File: src/hdl/xoroshiro128pp_prng_splitmix_seed_macros.svh
// Assertion macros for the xoroshiro128++ generator block.
`ifndef XOROSHIRO128PP_PRNG_SPLITMIX_SEED_MACROS_SVH
`define XOROSHIRO128PP_PRNG_SPLITMIX_SEED_MACROS_SVH

`ifndef SYNTHESIS
`define XPS_ASSERT(lbl, clk, rst, prop) \
   lbl: assert property (@(posedge clk) disable iff (rst) (prop)) \
      else $error("xps assertion failed");
`define XPS_ASSERT_NEXT(lbl, clk, rst, ante, cons) \
   lbl: assert property (@(posedge clk) disable iff (rst) (ante) |=> (cons)) \
      else $error("xps assertion failed");
`else
`define XPS_ASSERT(lbl, clk, rst, prop)
`define XPS_ASSERT_NEXT(lbl, clk, rst, ante, cons)
`endif

`endif

File: src/hdl/xps_pkg.sv
`timescale 1ns / 1ps
`default_nettype none

package xps_pkg;

   localparam int WORD_W  = 64;
   localparam int HALF_W  = 32;
   localparam int VALUE_W = 60;

   localparam logic [1:0] FUNC_DRAW = 2'd0;
   localparam logic [1:0] FUNC_SEED = 2'd1;
   localparam logic [1:0] FUNC_LOAD = 2'd2;

   localparam logic [WORD_W-1:0] SM_GAMMA = 64'h9e37_79b9_7f4a_7c15;
   localparam logic [WORD_W-1:0] SM_MUL1  = 64'hbf58_476d_1ce4_e5b9;
   localparam logic [WORD_W-1:0] SM_MUL2  = 64'h94d0_49bb_1331_11eb;

   localparam logic [WORD_W-1:0] WORD_RESET = 64'd1;

   // seed sequencer: idle, then issue lo*lo, lo*hi, hi*lo, final accumulate
   typedef enum logic [4:0] {
      ST_IDLE = 5'b00001,
      ST_M0   = 5'b00010,
      ST_M1   = 5'b00100,
      ST_M2   = 5'b01000,
      ST_M3   = 5'b10000
   } seq_state_type;

endpackage

`default_nettype wire

File: src/hdl/xps_mul.sv
`timescale 1ns / 1ps
`default_nettype none

module xps_mul (
   input  wire logic                                clock,
   input  wire logic [xps_pkg::HALF_W-1:0]          op_a,
   input  wire logic [xps_pkg::HALF_W-1:0]          op_b,
   output logic      [2*xps_pkg::HALF_W-1:0]        prod_ff
);

   logic [2*xps_pkg::HALF_W-1:0] prod_in;

   assign prod_in = {{xps_pkg::HALF_W{1'b0}}, op_a} * {{xps_pkg::HALF_W{1'b0}}, op_b};

   always_ff @(posedge clock) begin
      prod_ff <= prod_in;
   end

endmodule

`default_nettype wire

File: src/hdl/xps_draw.sv
`timescale 1ns / 1ps
`default_nettype none

module xps_draw (
   input  wire logic [xps_pkg::WORD_W-1:0]  word0,
   input  wire logic [xps_pkg::WORD_W-1:0]  word1,
   output logic      [xps_pkg::WORD_W-1:0]  next0,
   output logic      [xps_pkg::WORD_W-1:0]  next1,
   output logic      [xps_pkg::VALUE_W-1:0] value
);

   logic [xps_pkg::WORD_W-1:0] sum;
   logic [xps_pkg::WORD_W-1:0] full;
   logic [xps_pkg::WORD_W-1:0] mixed;

   assign sum   = word0 + word1;
   assign full  = {sum[46:0], sum[63:47]} + word0;
   assign value = full[63:4];

   assign mixed = word1 ^ word0;
   assign next0 = {word0[14:0], word0[63:15]} ^ mixed ^ {mixed[42:0], 21'd0};
   assign next1 = {mixed[35:0], mixed[63:36]};

endmodule

`default_nettype wire

File: src/hdl/xoroshiro128pp_prng_splitmix_seed.sv
// xoroshiro128++ generator with splitmix64 seeding. A draw transaction places
// its 60-bit result in the output register in the cycle after it is taken;
// draws may follow each other every cycle while the result side keeps up. A
// seed transaction runs the two 64x64 splitmix multiplies each as three 32x32
// partial products through one shared registered multiplier, four sequencer
// steps per multiply, and the block is not ready until the new state is
// written. Func code 3 is taken and ignored.
`timescale 1ns / 1ps
`default_nettype none

`include "xoroshiro128pp_prng_splitmix_seed_macros.svh"

module xoroshiro128pp_prng_splitmix_seed (
   input  wire logic                          clock,
   input  wire logic                          reset,
   input  wire logic                          req_valid,
   output logic                               req_ready,
   input  wire logic [1:0]                    req_func,
   input  wire logic [xps_pkg::WORD_W-1:0]    req_seed_value,
   input  wire logic [xps_pkg::WORD_W-1:0]    req_load_word0,
   input  wire logic [xps_pkg::WORD_W-1:0]    req_load_word1,
   output logic                               rsp_valid,
   input  wire logic                          rsp_ready,
   output logic      [xps_pkg::VALUE_W-1:0]   rsp_random_value
);

   xps_pkg::seq_state_type state_ff, state_in;
   logic                            pass_ff, pass_in;
   logic [xps_pkg::WORD_W-1:0]      w0_ff, w0_in;
   logic [xps_pkg::WORD_W-1:0]      w1_ff, w1_in;
   logic [xps_pkg::WORD_W-1:0]      z_ff, z_in;
   logic [xps_pkg::WORD_W-1:0]      acc_ff, acc_in;
   logic                            rsp_valid_ff, rsp_valid_in;
   logic [xps_pkg::VALUE_W-1:0]     rsp_value_ff, rsp_value_in;

   logic                            req_fire;
   logic [xps_pkg::WORD_W-1:0]      draw_next0;
   logic [xps_pkg::WORD_W-1:0]      draw_next1;
   logic [xps_pkg::VALUE_W-1:0]     draw_value;
   logic [xps_pkg::WORD_W-1:0]      seed_sum;
   logic [xps_pkg::WORD_W-1:0]      seed_mix;
   logic [xps_pkg::WORD_W-1:0]      mul_const;
   logic [xps_pkg::HALF_W-1:0]      mul_a;
   logic [xps_pkg::HALF_W-1:0]      mul_b;
   logic [2*xps_pkg::HALF_W-1:0]    mul_prod;
   logic [xps_pkg::WORD_W-1:0]      mul_total;

   xps_draw u_draw (
      .word0 (w0_ff),
      .word1 (w1_ff),
      .next0 (draw_next0),
      .next1 (draw_next1),
      .value (draw_value)
   );

   xps_mul u_mul (
      .clock   (clock),
      .op_a    (mul_a),
      .op_b    (mul_b),
      .prod_ff (mul_prod)
   );

   assign req_ready        = (state_ff == xps_pkg::ST_IDLE) && (!rsp_valid_ff || rsp_ready);
   assign req_fire         = req_valid && req_ready;
   assign rsp_valid        = rsp_valid_ff;
   assign rsp_random_value = rsp_value_ff;

   assign seed_sum  = req_seed_value + xps_pkg::SM_GAMMA;
   assign seed_mix  = seed_sum ^ (seed_sum >> 30);
   assign mul_const = pass_ff ? xps_pkg::SM_MUL2 : xps_pkg::SM_MUL1;
   assign mul_total = acc_ff + {mul_prod[xps_pkg::HALF_W-1:0], {xps_pkg::HALF_W{1'b0}}};

   always_comb begin
      mul_a = z_ff[xps_pkg::HALF_W-1:0];
      mul_b = mul_const[xps_pkg::HALF_W-1:0];
      if (state_ff == xps_pkg::ST_M1) begin
         mul_b = mul_const[xps_pkg::WORD_W-1:xps_pkg::HALF_W];
      end else if (state_ff == xps_pkg::ST_M2) begin
         mul_a = z_ff[xps_pkg::WORD_W-1:xps_pkg::HALF_W];
      end
   end

   always_comb begin
      state_in     = state_ff;
      pass_in      = pass_ff;
      w0_in        = w0_ff;
      w1_in        = w1_ff;
      z_in         = z_ff;
      acc_in       = acc_ff;
      rsp_valid_in = rsp_valid_ff && !rsp_ready;
      rsp_value_in = rsp_value_ff;
      unique case (state_ff)
         xps_pkg::ST_IDLE: begin
            if (req_fire) begin
               unique case (req_func)
                  xps_pkg::FUNC_DRAW: begin
                     w0_in        = draw_next0;
                     w1_in        = draw_next1;
                     rsp_valid_in = 1'b1;
                     rsp_value_in = draw_value;
                  end
                  xps_pkg::FUNC_SEED: begin
                     z_in     = seed_mix;
                     pass_in  = 1'b0;
                     state_in = xps_pkg::ST_M0;
                  end
                  xps_pkg::FUNC_LOAD: begin
                     w0_in = req_load_word0;
                     w1_in = req_load_word1;
                  end
                  default: begin
                  end
               endcase
            end
         end
         xps_pkg::ST_M0: begin
            state_in = xps_pkg::ST_M1;
         end
         xps_pkg::ST_M1: begin
            acc_in   = mul_prod;
            state_in = xps_pkg::ST_M2;
         end
         xps_pkg::ST_M2: begin
            acc_in   = mul_total;
            state_in = xps_pkg::ST_M3;
         end
         xps_pkg::ST_M3: begin
            if (!pass_ff) begin
               z_in     = mul_total ^ (mul_total >> 27);
               pass_in  = 1'b1;
               state_in = xps_pkg::ST_M0;
            end else begin
               w0_in    = '0;
               w1_in    = mul_total ^ (mul_total >> 31);
               state_in = xps_pkg::ST_IDLE;
            end
         end
         default: begin
            state_in = xps_pkg::ST_IDLE;
         end
      endcase
   end

   always_ff @(posedge clock) begin
      if (reset) begin
         state_ff     <= xps_pkg::ST_IDLE;
         pass_ff      <= 1'b0;
         w0_ff        <= xps_pkg::WORD_RESET;
         w1_ff        <= xps_pkg::WORD_RESET;
         rsp_valid_ff <= 1'b0;
      end else begin
         state_ff     <= state_in;
         pass_ff      <= pass_in;
         w0_ff        <= w0_in;
         w1_ff        <= w1_in;
         rsp_valid_ff <= rsp_valid_in;
      end
   end

   always_ff @(posedge clock) begin
      z_ff         <= z_in;
      acc_ff       <= acc_in;
      rsp_value_ff <= rsp_value_in;
   end

   `XPS_ASSERT(a_busy_not_ready, clock, reset, (state_ff != xps_pkg::ST_IDLE) |-> !req_ready)
   `XPS_ASSERT_NEXT(a_seed_starts, clock, reset, req_fire && (req_func == xps_pkg::FUNC_SEED), (state_ff == xps_pkg::ST_M0) && !pass_ff)
   `XPS_ASSERT_NEXT(a_draw_result, clock, reset, req_fire && (req_func == xps_pkg::FUNC_DRAW), rsp_valid)
   `XPS_ASSERT_NEXT(a_seed_done, clock, reset, (state_ff == xps_pkg::ST_M3) && pass_ff, (state_ff == xps_pkg::ST_IDLE) && (w0_ff == '0))

endmodule

`default_nettype wire
File: config.mk
export PLATFORM = sky130hd
export DESIGN_NAME = xoroshiro128pp_prng_splitmix_seed
export DESIGN_NICKNAME = d
export VERILOG_FILES = /design/src/hdl/xps_pkg.sv /design/src/hdl/xps_mul.sv /design/src/hdl/xps_draw.sv /design/src/hdl/xoroshiro128pp_prng_splitmix_seed.sv
export VERILOG_INCLUDE_DIRS = /design/src /design/src/hdl
export SDC_FILE = /design/constraint.sdc
export NUM_CORES = 2
export LEC_CHECK = 0
export BUFFER_PORTS_ARGS = -buffer_cell sky130_fd_sc_hd__buf_4
export CAP_MARGIN = 30
export CELL_PAD_IN_SITES_DETAIL_PLACEMENT = 0
export CELL_PAD_IN_SITES_GLOBAL_PLACEMENT = 2
export CORE_MARGIN = 4
export CORE_UTILIZATION = 40
export DETAILED_ROUTE_END_ITERATION = 12
export GPL_ROUTABILITY_DRIVEN = 1
export PLACE_DENSITY = 0.89
export SLEW_MARGIN = 10
export SYNTH_ARGS = -nofsm -noshare
export SYNTH_HDL_FRONTEND = slang
export SYNTH_HIERARCHICAL = 1
export SYNTH_SLANG_ARGS = --single-unit
File: constraint.sdc
create_clock -name clock -period 9.65 [get_ports clock]
set_input_delay 0 -clock clock [delete_from_list [all_inputs] [get_ports clock]]
set_output_delay 0 -clock clock [all_outputs]
set_load 0.02 [all_outputs]
==> results.toml <==
[status]
status = "completed"

[synthesis]
synth_async_sr_flop_share = 0
synthTopCellsByArea = "fa_1 (29%), edfxtp_1 (9.2%), ha_1 (8.7%)"
synth-edff-count = 188
yosysWarnings = 6
synth-main-ff-cell = "dfxtp_1"
yosysTopAreaCell = "fa_1"
syn_avg_cell_area_um2 = 8.58
synth_top_area_frac = 0.293
ys_types = 106
syn-cell-area_mm2 = 0.0613
seq_area_frac_synth = 0.157
synthCells = 7147
ys_seq_elements = 387

[run]
maxCapViolCount = 0

[grt]
overflow = 0
grt_pass1_vias = 52700
grt_pass1_wl_um = 338000
grt_usage = 0.282
grt_max_degree = 94
grt_antenna_before_repair = 19

[setup_path]
criticalPathCategory = "register to register"
cp.arrival_ps = 9920
r2r_end = "u_mul/prod_ff[61]$_DFF_P_"
path_max_fanout = 28
start_kind = "register"
crit_start = "state_ff[1]$_SDFFE_PP0P_"
critPathCapture = "u_mul/prod_ff[61]$_DFF_P_"
r2r-start = "state_ff[1]$_SDFFE_PP0P_"
r2r_cells = 27
end_kind = "register"
r2r_slack_ps = 230
critical_path_required_ps = 10150

[timing]
hold_viol_final = 0
min_period_over_period = 0.976
setup_viol = 0
clock_skew_ps = 25.0
maxSlewHeadroom = 0.257
min_period_ps = 9420
rsz0062_at_grt = "no"
setup_slack_ps = 229
max_freq_mhz = 106
setup-tns-final_ps = 0
drv_slew = 0
tightest_slew_ps = 1100

[clocking]
cts_made_buffers = 46
postCtsSetupBuffers = 0
clk-insertion-delay-late_ps = 630
cts.path.max_buffers = 3
tritoncts = "yes"
clkSlewWorstSetupHoldPaths_ps = 60
htreeDepth = 2
clock-sinks = 387
clockRootBuffer = "clkbuf_16"

[placed_design]
hpwlAfterDp_um = 185000
gp_congestion = 0.985
place_inst = 9162
port_buffers = 259
place_ws_ps = 294

[routing]
dr.pass1.iters = 6
wl_per_cell_um = 24.1
drt-total-wl_um = 227000
drt_iter0_drc = 4722
drc = 0
vias_per_cell = 5.48
ant_nets = 0
vias = 51600

[floorplan]
design.core.area_mm2 = 0.152
die_width_um = 400
die_y_um = 400
die-area_mm2 = 0.160
num_rows = 143
start_util = 0.403
io_pins = 260

[hold_path]
min_path_type = "input pin to register"

[cells_and_area]
final_nets = 8853
drive_gt1_frac = 0.0733
final_cell_count_no_fill = 9406
area_delta_synth_final_pct = 11.6
-- worst max-delay path: stages, from the launching register on --
cell and delay [ps]:
dfxtp_1 340, nor2_1 420, nand3_4 380, buf_4 300
nand2_1 80, nand2_1 510, and2_1 420, fa_1 470
fa_1 570, inv_1 70, fa_1 530, inv_1 50
fa_1 490, inv_1 50, fa_1 560, fa_1 430
fa_1 510, fa_1 510, inv_1 40, ha_1 440
nand4_1 220, or3_1 420, nor3_1 480, o21ai_0 160
buf_2 210, a31oi_1 260, a221oi_1 150, xnor2_1 160
-- kinds of logic after synthesis --
family | count (synthesis) | synth area share
muxes | 22 | 0.00367
adders and majority gates | 1325 | 0.380
and+or+nand+nor | 2460 | 0.192
DFF | 387 | 0.157
other | 2 | 0.000122
xor gates and xnor gates | 459 | 0.0665
buffers and inverters | 1348 | 0.0833
AOI/OAI and AO/OA | 1144 | 0.117
-- synth_stat cells (15+ instances only) --
cell / instances
o21a_1: 16
fa_1: 898
o211ai_1: 44
dfxtp_1: 199
nand4_1: 56
a31oi_1: 29
and3_1: 39
mux2i_1: 18
clkbuf_1: 381
o21ai_0: 208
nand2_1: 1140
nand3_1: 100
a21o_1: 125
xor2_1: 146
buf_2: 22
inv_1: 928
or2_2: 15
edfxtp_1: 188
a21oi_1: 493
xnor2_1: 309
and2_1: 652
nor3_1: 54
o21bai_1: 33
or3_1: 18
nor2b_1: 34
nand2b_1: 32
nor2_1: 265
a211oi_1: 20
ha_1: 427
-- per-layer routing --
| layer | track usage | up-vias | wire, µm |
|---|---|---|---|
| li1 | - | 23100 | - |
| met1 | 0.403 | 26200 | 99800 |
| met2 | 0.445 | 1902 | 102000 |
| met3 | 0.0387 | 350 | 16800 |
| met4 | 0.0890 | 12 | 8450 |
| met5 | 0 | - | 84 |
-- layout make-up --
cell class | count | area (µm²)
Multi-Input combinational cell | 5445 | 46800
Timing Repair Buffer | 521 | 4380
Inverter | 929 | 3490
Tap cell | 2030 | 2540
Antenna cell | 8 | 20.0
Sequential cell | 387 | 9630
Clock inverter | 26 | 248
Clock buffer | 60 | 1280
Fill cell | 15100 | 83700
-- per-stage QoR --
step / util / instance area, µm² / hold slack, ps
CTS: 0.449 / 68300 / 2.67
floorplan: - / 61400 / 214
global route: 0.450 / 68400 / 10.3
detailed placement: 0.430 / 65300 / 386
finish: 0.450 / 68400 / 22.5
global placement: 0.429 / 65300 / 378
-- how the worst min path moves through the flow --
stage                     cells after the start  slack, ps                from                      to
final                                         5         20  req_load_word1[29]  w1_ff[29]$_SDFFE_PP0P_
after global routing                          5         10  req_load_word1[29]  w1_ff[29]$_SDFFE_PP0P_
after CTS                                     3          3  req_seed_value[62]      z_ff[62]$_DFFE_PP_
after detailed placement                      5        390  req_load_word0[12]  w0_ff[12]$_SDFFE_PP0P_
after global placement                        5        380  req_load_word0[11]  w0_ff[11]$_SDFFE_PP0P_
after floorplan                               3        210           rsp_ready    rsp_valid$_SDFF_PP0_
-- timing repair --
item | CTS | global route
resized for setup | 0 | 4
endpoints found under the setup margin | 0 | 2
hold endpoints to repair | 176 | 0
hold buffers | 148 | 0
-- registers in the layout, indices dropped and copies added, names as in the netlist, 5 cells and up --
register          cells
rsp_random_value     60
u_mul/prod_ff        64
w1_ff                64
z_ff                 64
acc_ff               64
w0_ff                64
state_ff              5
-- cell usage in the layout (no fill, tap or decap), drive strengths merged, types with 11 or more instances in the layout --
| cell | count |
|---|---|
| or2 | 16 |
| a2111oi | 14 |
| a21boi | 11 |
| nor2 | 268 |
| ha | 427 |
| fa | 898 |
| o21a | 17 |
| and2 | 654 |
| a31oi | 32 |
| nand4 | 56 |
| o211ai | 47 |
| o31ai | 16 |
| xor2 | 146 |
| nor3 | 56 |
| clkinv | 17 |
| o21ai | 225 |
| inv | 934 |
| dlygate4sd3 | 148 |
| a21oi | 499 |
| buf | 373 |
| and3 | 39 |
| nand3 | 101 |
| xnor2 | 309 |
| nand2 | 1141 |
| dfxtp | 199 |
| nand2b | 32 |
| or3 | 18 |
| mux2i | 18 |
| nor2b | 34 |
| o21bai | 34 |
| a21o | 126 |
| clkbuf | 60 |
| conb | 35 |
| a211oi | 22 |
| edfxtp | 188 |
| a311oi | 14 |
Power is not shown: default switching activity piles up to over one toggle a cycle in this logic, so the estimate is an artifact.
